===== config.mk =====
export PLATFORM = sky130hd
export DESIGN_NAME = emc_queue
export DESIGN_NICKNAME = d
export VERILOG_FILES = /design/src/design/emc_pkg.sv /design/src/design/emc_queue.sv
export SDC_FILE = /design/constraint.sdc
export NUM_CORES = 1
export LEC_CHECK = 0
export BUFFER_PORTS_ARGS = -buffer_cell sky130_fd_sc_hd__buf_4
export CORE_AREA = 5 5 56 68
export CTS_CLUSTER_DIAMETER = 40
export DETAILED_ROUTE_END_ITERATION = 10
export DIE_AREA = 0 0 61 73
export GPL_TIMING_DRIVEN = 0
export PLACE_DENSITY = 0.74
export SYNTH_ARGS = -nofsm -noshare
export SYNTH_HDL_FRONTEND = slang
export SYNTH_SLANG_ARGS = --single-unit

===== constraint.sdc =====
create_clock -name i_clk -period 1.54 [get_ports i_clk]
set_input_delay 0.154 -clock i_clk [delete_from_list [all_inputs] [get_ports i_clk]]
set_output_delay 0.154 -clock i_clk [all_outputs]
set_load 0.005 [all_outputs]

===== src/design/emc_pkg.sv =====
// Shared constants and types for the energy-momentum combiner.
`timescale 1ns / 1ps
package emc_pkg;

    // Codes of the source_taken result field.
    localparam logic [1:0] SRC_CALO  = 2'd0;
    localparam logic [1:0] SRC_TRACK = 2'd1;
    localparam logic [1:0] SRC_MEAN  = 2'd2;

    // Energy source register code that selects the regression pair.
    localparam logic [1:0] ES_REGRESSION = 2'd2;

    // Electron classes with fallback rules.
    localparam logic [2:0] CLASS_HIGH_FALLBACK = 3'd0;
    localparam logic [2:0] CLASS_LOW_FALLBACK  = 3'd3;
    localparam logic [2:0] CLASS_WIDE_FALLBACK = 3'd4;

    // Depth of the queue between the classifier and the divider pipeline.
    localparam int QUEUE_DEPTH = 4;
    localparam int QUEUE_AW    = 2;

    typedef struct packed {
        logic e_large;
        logic p_large;
        logic e_zero;
        logic p_zero;
        logic e_gt_p;
        logic e_eq_p;
        logic ratio_low;
        logic below_15;
        logic below_18;
        logic below_13;
        logic below_60;
    } t_flags;

endpackage


===== src/design/emc_queue.sv =====
// Small word queue between the classifier front end and the divider back end.
`timescale 1ns / 1ps
module emc_queue import emc_pkg::*; #(
    parameter int WIDTH = 8
) (
    input  logic             i_clk,
    input  logic             i_rst_n,
    input  logic             i_push,
    input  logic [WIDTH-1:0] i_data,
    input  logic             i_pop,
    output logic [WIDTH-1:0] o_data,
    output logic             o_full,
    output logic             o_empty
);

    logic [WIDTH-1:0]    r_mem [QUEUE_DEPTH];
    logic [QUEUE_AW-1:0] r_wr_ptr;
    logic [QUEUE_AW-1:0] r_rd_ptr;
    logic [QUEUE_AW:0]   r_count;

    assign o_full  = (r_count == (QUEUE_AW+1)'(QUEUE_DEPTH));
    assign o_empty = (r_count == '0);
    assign o_data  = r_mem[r_rd_ptr];

    always_ff @(posedge i_clk) begin
        if (!i_rst_n) begin
            r_wr_ptr <= '0;
            r_rd_ptr <= '0;
            r_count  <= '0;
        end else begin
            if (i_push) begin
                r_wr_ptr <= r_wr_ptr + 1'b1;
            end
            if (i_pop) begin
                r_rd_ptr <= r_rd_ptr + 1'b1;
            end
            if (i_push && !i_pop) begin
                r_count <= r_count + 1'b1;
            end else if (i_pop && !i_push) begin
                r_count <= r_count - 1'b1;
            end
        end
    end

    always_ff @(posedge i_clk) begin
        if (i_push) begin
            r_mem[r_wr_ptr] <= i_data;
        end
    end

    a_count_bound: assert property (@(posedge i_clk) disable iff (!i_rst_n)
        r_count <= (QUEUE_AW+1)'(QUEUE_DEPTH))
        else $error("queue count beyond depth");

    a_push_fills: assert property (@(posedge i_clk) disable iff (!i_rst_n)
        (i_push && !i_pop) |=> !o_empty)
        else $error("queue empty after a push");

    a_last_pop: assert property (@(posedge i_clk) disable iff (!i_rst_n)
        (i_pop && !i_push && r_count == (QUEUE_AW+1)'(1)) |=> o_empty)
        else $error("queue not empty after popping its last word");

endmodule


==> impl_metrics.tcl, run 1 <==
set metrics [dict create \
    end_kind "output port" \
    min_period_over_period 1.012 \
    r2r_setup_slack_ns 0.07 \
    ys_ff_latch 41 \
    max-cap-violations 0 \
    post_drt_via_cell_ratio 5.205 \
    power_density_nw_per_um2 1237 \
    crit_family "multiplexers" \
    multi_input_area_um2 430.4 \
    vias 786 \
    dp_cells 143 \
    firstDrtPassIters 4 \
    vdd_drop_max_v 0.0008120 \
    ys_warn_count 0 \
    slowest_delay_ns 0.51 \
    area_growth_pct 22.25 \
    p_sw_mw 0.4940 \
    cp_data_arrival_time_ns 1.41 \
    cp_cell_sequence "buf_12, mux4_2, buf_6" \
    slew_headroom 0.7187 \
    cts-htree-levels 2 \
    synth_cell_types 19 \
    first_iter_violations 12 \
    worst_slack_ns -0.01921 \
    clockBufferDepth 2 \
    cts_buffers 5 \
    grt_pass1_wl_um 3857 \
    final_common_cell "edfxtp_1" \
    fin_skew_ns 0.003227 \
    endpoint "o_data[3]" \
    hold_viol 0 \
    worstHoldPathType "input pin to flop" \
    seq_area_um2 1144 \
    r2r_cells 4 \
    path_buf_inv 2 \
    synthesis.area_um2 1603 \
    required_ns 1.39 \
    crit_slowest_cell "mux4_2" \
    instances_no_fill 151 \
    antenna_found_initial 0 \
    cts.clk_slew.worst_paths_ns 0.07 \
    grt-ovfl-total 0 \
    reg2reg_from "r_count[0]" \
    clkSinkCount 41 \
    period_minus_slack_ns 1.559 \
    fmax_ghz 0.6414 \
    p_sw_frac 0.2039 \
    grt_max_degree 13 \
    mostFrequentLayoutCells "32 x edfxtp_1, 13 x buf_4, 9 x and2_1" \
    outcome "complete, but fails checks" \
    p_int_mw 1.929 \
    io_pins 22 \
    synthCells 85 \
    grt_pass1_vias 828 \
    avgRoutedWirePerCell_um 15.78 \
    rows 23 \
    finalMaxSlewViolations 0 \
    setup_violations 8 \
    tightest_slew_ns 0.4219 \
    final_nets 131 \
    wirelength_um 2383 \
    chipHeight_um 73 \
    crit_type "flop to output port" \
    post_cts_buffers 0 \
    fp.dieW_um 61 \
    postSynthAreaPerCell_um2 18.86 \
    post-place-ws_ns -0.1080 \
    fillers 249 \
    violations "negative setup slack" \
    p_seq_frac 0.537 \
    cts-root-buf "clkbuf_8" \
    insertion_delay_ns 0.28 \
    initial_core_util 0.5063 \
    ant_nets 0 \
    cp.depth 3 \
    seq_area_frac_synth 0.7119 \
    track_usage 0.1286 \
    rsz0062_at_grt "yes" \
    p_clk_frac 0.325 \
    cts_tree "yes" \
    cp_max_fo 8 \
    drc 0 \
    gp_congestion 0.6364 \
    dp_hpwl_um 1702 \
    antenna_cells 0 \
    p_comb_frac 0.138 \
    dieArea_um2 4453 \
    syn_nets 103 \
    core_area_um2 3166 \
    portBuffers 21 \
    drive_above_1_share 0.3509 \
    p_leak_nw 0.7225 \
    startpoint_type "flop" \
    r2r-end "r_count[2]" \
]
-- flip-flops by register name, summed over array words and instances (netlist names), named ones only --
register	flops
r_wr_ptr	2
r_mem	32
r_count	3
r_rd_ptr	2
-- layout make-up --
type,instances,area share
clock buffer,8,0.05683
timing repair buffer,21,0.09579
sequential,41,0.5837
inverter,4,0.007663
buffer,2,0.01277
multi-input combinational,38,0.2197
tap,37,0.02363
-- power by group through the flow --
| stage | combinational (mW) | clock [mW] | sequential, mW |
|---|---|---|---|
| after floorplan | 0.177 | 0 | 1.31 |
| after global placement | 0.299 | 0 | 1.32 |
| after detailed placement | 0.312 | 0 | 1.32 |
| after CTS | 0.341 | 0.821 | 1.30 |
| after global routing | 0.369 | 0.867 | 1.31 |
| final | 0.335 | 0.788 | 1.30 |
-- worst min-delay path by stage --
stage / startpoint / end / slack [ns] / cells after the start
after CTS: i_data[7] / r_mem[1][7] / 0.05 / 1
after floorplan: i_data[0] / r_mem[0][0] / 0.25 / 0
after detailed placement: i_data[7] / r_mem[1][7] / 0.36 / 1
final: i_data[7] / r_mem[1][7] / 0.07 / 1
after global routing: i_data[1] / r_mem[3][1] / 0.05 / 1
after global placement: i_data[2] / r_mem[2][2] / 0.35 / 1
-- kinds of logic (layout without fill, tap and decap cells) --
group | count (synthesis) | after routing | share of synthesized area
buffers and inverters | 6 | 35 | 0.01951
DFF | 41 | 41 | 0.7119
and+or+nand+nor | 15 | 15 | 0.05698
adders and majority gates | 6 | 6 | 0.05152
AOI/OAI and AO/OA | 2 | 2 | 0.007805
muxes | 10 | 10 | 0.1249
xor gates and xnor gates | 5 | 5 | 0.02733
-- cells in the mapped netlist --
cell type / count / area share
mux2i_1: 2 / 0.012
nor3_1: 1 / 0.0031
fa_1: 1 / 0.012
inv_1: 4 / 0.0094
nor3b_1: 1 / 0.0047
clkbuf_2: 1 / 0.0031
nor2b_1: 2 / 0.0078
or3_1: 1 / 0.0039
ha_1: 5 / 0.039
mux4_2: 8 / 0.11
and2_1: 9 / 0.035
a21boi_1: 1 / 0.0047
nand2_1: 1 / 0.0023
dfxtp_1: 9 / 0.11
edfxtp_1: 32 / 0.60
xnor2_1: 2 / 0.011
xor2_1: 3 / 0.016
o21ai_0: 1 / 0.0031
buf_6: 1 / 0.0070
-- stage by stage --
stage               power [mW]    util  hold WS [ns]  cell area, um2  TNS (ns)
floorplan                1.491       -        0.2529            1603         0
global route             2.541  0.6190       0.05220            1959   -0.5919
CTS                      2.462  0.6170       0.05333            1953   -0.3482
finish                   2.423  0.6190       0.06684            1959  -0.08752
detailed placement       1.635  0.5708        0.3608            1807   -0.1080
global placement         1.616  0.5708        0.3535            1807  -0.05460
-- routing by layer --
| layer | share of wire | wire length (um) | GRT usage |
|---|---|---|---|
| met1 | 0.35 | 841 | 0.1253 |
| met2 | 0.57 | 1358 | 0.2200 |
| met3 | 0.066 | 158 | 0.05133 |
| met4 | 0.0097 | 23 | 0.07952 |
| met5 | 0 | 0 | 0 |
-- worst register-to-register path: cells and delay by family (launching register included) --
kind                       cells  cell delay, ns
AOI/OAI and AO/OA              1            0.13
and+or+nand+nor                1            0.32
adders and majority gates      1            0.43
xor gates and xnor gates       1            0.18
DFF                            1            0.35
-- repair_timing --
item	in CTS	in global routing
hold buffers	0	0
gates cloned	0	0
endpoints found under the setup margin	8	9
pin swaps	0	1
resized for setup	10	2
(Power assumes the default switching activity.)
==> run 2, diff against run 1 <==
SETUP_SLACK_MARGIN = 0.4   (was default)
==> run 2 against run 1 <==
Critical endpoint is now o_data[4]. Die area stayed put. Final cell count is 2.6% higher. Non-clock buffer count is 4 higher. Setup slack worse by 0.029 ns. Global-route usage is 0.12 points lower. Clock power is 0.5% higher. Highest routed layer unchanged. Critical path type unchanged. The run still ends with negative setup slack left. Fmax is 1.8% lower.
==> impl_metrics.tcl, run 2 (synthesis results as in run 1) <==
set metrics [dict create \
    drc 0 \
    grt_pass1_vias 809 \
    final_area_um2 2047 \
    clockBufferDepth 2 \
    firstDrtPassIters 4 \
    core_area_um2 3166 \
    period_minus_slack_ns 1.588 \
    avgRoutedWirePerCell_um 15.74 \
    final_nets 135 \
    dieArea_um2 4453 \
    cp_data_arrival_time_ns 1.43 \
    worst_slack_ns -0.04790 \
    initial_core_util 0.5063 \
    r2r_setup_slack_ns 0.15 \
    reg_top3 "r_mem: 32 flops, r_count: 3 flops" \
    cts_buffers 5 \
    slew_headroom 0.8446 \
    tightest_slew_ns 0.2331 \
    area_growth_pct 27.71 \
    first_iter_violations 29 \
    crit_type "flop to output port" \
    fp.dieW_um 61 \
    antenna_cells 0 \
    gr-usage-met3 0.06195 \
    busiest_layer "met2" \
    drive_above_1_share 0.4831 \
    grt_max_degree 15 \
    end_kind "output port" \
    dp_hpwl_um 1637 \
    tns_ns -0.3385 \
    hold_viol 0 \
    cts-htree-levels 2 \
    gp_congestion 0.6306 \
    chipHeight_um 73 \
    min_to "r_mem[0][6]" \
    min_from "i_data[6]" \
    r2r-end "r_count[2]" \
    min_period_over_period 1.031 \
    use_met1 0.1249 \
    vias 775 \
    violations "negative setup slack" \
    mostFrequentLayoutCells "32 x edfxtp_1, 15 x buf_4, 10 x buf_6" \
    startpoint_type "flop" \
    min_path_cells 1 \
    globalRouteMet2Util 0.2164 \
    cts.clk_slew.worst_paths_ns 0.08 \
    r2r_cells 4 \
    track_usage 0.1274 \
    insertion_delay_ns 0.30 \
    wirelength_um 2439 \
    rsz0062_at_grt "yes" \
    placed_cell_area_um2 1826 \
    post_drt_via_cell_ratio 5.000 \
    largest_register_ffs 32 \
    vdd_drop_max_v 0.001009 \
    grt-ovfl-total 0 \
    portBuffers 21 \
    power_density_nw_per_um2 1219 \
    worstHoldPathType "input pin to flop" \
    reg2reg_from "r_count[0]" \
    p_leak_nw 0.7527 \
    required_ns 1.39 \
    finalMaxSlewViolations 0 \
    fin_skew_ns 0.009467 \
    cts_tree "yes" \
    clkSinkCount 41 \
    io_pins 22 \
    grt_pass1_wl_um 3788 \
    ant_nets 0 \
    max-cap-violations 0 \
    antenna_found_initial 0 \
    top_register "r_mem" \
    setup_violations 8 \
    cts-root-buf "clkbuf_8" \
    final_common_cell "edfxtp_1" \
    fmax_ghz 0.6298 \
    outcome "complete, but fails checks" \
    rows 23 \
    cp_max_fo 8 \
]
run 2: cell count changes in the layout (fill, tap and decap cells not counted), sizes merged:
cell / before / now
buf: 22 / 26
clkbuf: 9 / 7
clkinv: 0 / 1
clkinvlp: 0 / 1
run 2: worst max-delay path, stage by stage (launching register included):
cell and delay, ns:
dfxtp_2 0.35, buf_12 0.14, mux4_2 0.51, buf_6 0.13
run 2: final cells by class:
type                       instances  area [um2]
tap                               37       46.29
sequential                        41        1151
buffer                             2       25.02
fill                             236        1119
clock buffer                       6       93.84
timing repair buffer              25       225.2
multi-input combinational         38       471.7
clock inverter                     2       16.27
inverter                           4       17.52
run 2: per-layer routing:
layer,routed length [um],part of all wire
met4,55,0.023
met5,0,0
met1,887,0.36
met3,192,0.079
met2,1304,0.53
run 2: where the power goes:
group	switching [mW]	internal, mW	leakage [nW]
logic	0.153	0.247	0.330
clock network	0.373	0.419	0.0525
registers	0.0351	1.27	0.370
total	0.561	1.93	0.753
run 2: worst max-delay path by stage:
stage | to | slack [ns] | cells after the start
3_3_place_gp | r_count[2] | 0.02 | 8
5_1_grt | o_data[4] | -0.10 | 3
4_1_cts | o_data[4] | -0.06 | 3
2_1_floorplan | r_count[2] | 0.19 | 4
6_report | o_data[4] | -0.05 | 3
3_5_place_dp | r_count[2] | -0.0004 | 8
run 2: repair_timing:
item,CTS,global route
hold buffers,0,0
pin swaps,3,1
gates resized for setup,24,4
setup endpoints to repair,44,20
setup buffers,1,3
run 2: through the flow:
stage / setup WS, ns / std cells / utilization / power (mW) / hold WS (ns)
finish: -0.04790 / 155 / 0.6466 / 2.495 / 0.05128
global route: -0.1013 / 155 / 0.6466 / 2.612 / 0.03260
CTS: -0.06201 / 152 / 0.6352 / 2.482 / 0.04550
detailed placement: -0.0003720 / 143 / 0.5767 / 1.642 / 0.3577
global placement: 0.01681 / 143 / 0.5767 / 1.625 / 0.3528
floorplan: 0.1901 / 85 / - / 1.497 / 0.2529
==> run 3, diff against run 2 <==
MAX_ROUTING_LAYER = met4   (was default)
==> run 3 against run 2 <==
The flow still finishes with violations (negative setup slack). Sequential power hardly changed. Register-to-register slack hardly changed. Via count stayed put. Utilization stayed put. Largest cell class unchanged. Global-route usage is 0.40 points higher. Final cell count stayed put.
==> impl_metrics.tcl, run 3 (synthesis results as in run 1) <==
set metrics [dict create \
    slew_headroom 0.8453 \
    crit_slowest_cell "mux4_2" \
    end_kind "output port" \
    dieArea_um2 4453 \
    min_from "i_data[6]" \
    cts_buffers 5 \
    clockBufferDepth 2 \
    outcome "complete, but fails checks" \
    hold_ws_ns 0.05155 \
    drive_above_1_share 0.4831 \
    mostFrequentLayoutCells "32 x edfxtp_1, 15 x buf_4, 10 x buf_6" \
    instances_no_fill 155 \
    worst_slack_ns -0.04769 \
    fin_util 0.6466 \
    period_minus_slack_ns 1.588 \
    grt-ovfl-total 0 \
    dp_hpwl_um 1637 \
    grt_pass1_wl_um 3795 \
    cp_data_arrival_time_ns 1.43 \
    core_area_um2 3166 \
    cts-root-buf "clkbuf_8" \
    portBuffers 21 \
    area_growth_pct 27.71 \
    max-cap-violations 0 \
    p_leak_nw 0.7527 \
    cp_cell_sequence "buf_12, mux4_2, buf_6" \
    cts_tree "yes" \
    gp_congestion 0.6357 \
    rows 23 \
    wirelength_um 2435 \
    required_ns 1.39 \
    r2r_setup_slack_ns 0.15 \
    cts-hold-fix-buffers 0 \
    crit_type "flop to output port" \
    min_period_over_period 1.031 \
    power_density_nw_per_um2 1219 \
    fin_skew_ns 0.009459 \
    initial_core_util 0.5063 \
    cp_max_fo 8 \
    r2r_cells 4 \
    final_nets 135 \
    rsz0062_at_grt "yes" \
    insertion_delay_ns 0.30 \
    path_buf_inv 2 \
    chipHeight_um 73 \
    tns_ns -0.3368 \
    reg_top3 "r_mem: 32 flops, r_count: 3 flops" \
    slowest_delay_ns 0.51 \
    startpoint_type "flop" \
    placed_cell_area_um2 1826 \
    io_pins 22 \
    antenna_cells 0 \
    final_common_cell "edfxtp_1" \
    grt_pass1_vias 804 \
    dp_cells 143 \
    avgRoutedWirePerCell_um 15.71 \
    vias 775 \
    fp.dieW_um 61 \
    top_register "r_mem" \
    cp.depth 3 \
    ant_nets 0 \
    post_drt_via_cell_ratio 5.000 \
    reg2reg_from "r_count[0]" \
    cts.clk_slew.worst_paths_ns 0.08 \
    setup_violations 8 \
    cts-htree-levels 2 \
    min_to "r_mem[0][6]" \
    fmax_ghz 0.6298 \
    violations "negative setup slack" \
    antenna_found_initial 0 \
    vdd_drop_max_v 0.001009 \
    drc 0 \
    clkSinkCount 41 \
    final_area_um2 2047 \
    crit_family "multiplexers" \
    r2r-end "r_count[2]" \
    worstHoldPathType "input pin to flop" \
    grt_max_degree 15 \
    hold_viol 0 \
    tightest_slew_ns 0.2320 \
    track_usage 0.1315 \
    largest_register_ffs 32 \
    finalMaxSlewViolations 0 \
    firstDrtPassIters 4 \
    min_path_cells 1 \
    first_iter_violations 23 \
]
## run 3: cell counts in the layout (fill, tap and decap cells not counted)
Identical to the previous run, type by type.
## run 3: power by group
| part | internal [mW] | leakage [nW] | total [mW] | switching, mW |
|---|---|---|---|---|
| Sequential | 1.27 | 0.370 | 1.30 | 0.0351 |
| Clock | 0.419 | 0.0525 | 0.792 | 0.372 |
| Combinational | 0.247 | 0.330 | 0.400 | 0.154 |
## run 3: how the worst max path moves through the flow
| stage | start | to | slack, ns |
|---|---|---|---|
| floorplan | r_count[0] | r_count[2] | 0.19 |
| global placement | i_pop | r_count[2] | 0.02 |
| detailed placement | i_pop | r_count[2] | -0.0004 |
| CTS | flop | o_data[4] | -0.06 |
| global route | flop | o_data[4] | -0.10 |
| finish | flop | o_data[4] | -0.05 |
## run 3: final cells by class
class	instances	area, um2
buffer	2	25.02
clock buffer	6	93.84
clock inverter	2	16.27
fill	236	1119
inverter	4	17.52
multi-input combinational	38	471.7
sequential	41	1151
tap	37	46.29
timing repair buffer	25	225.2
## run 3: worst reg2reg max path, cell delays in order, from the launching register on
cell,delay (ns)
dfxtp_4,0.36
fa_2,0.35
xor2_1,0.15
or3_1,0.34
a21boi_1,0.12
## run 3: per-stage QoR
stage / setup slack [ns] / power (mW)
2_1_floorplan: 0.1901 / 1.497
3_3_place_gp: 0.01681 / 1.625
3_5_place_dp: -0.0003720 / 1.642
4_1_cts: -0.06201 / 2.482
5_1_grt: -0.1013 / 2.616
6_report: -0.04769 / 2.494
## run 3: layer usage
metal | wire length [um] | GRT usage
met5 | 0 | -
met4 | 55 | 0.06506
met3 | 178 | 0.05841
met2 | 1295 | 0.2140
met1 | 907 | 0.1307
## run 3: timing repair
item | 4_1_cts | 5_1_grt
endpoints found under the hold margin | 0 | 0
setup buffers | 1 | 3
gates cloned | 0 | 0
pin swaps | 3 | 1
setup endpoints to repair | 44 | 20
resized for setup | 24 | 4
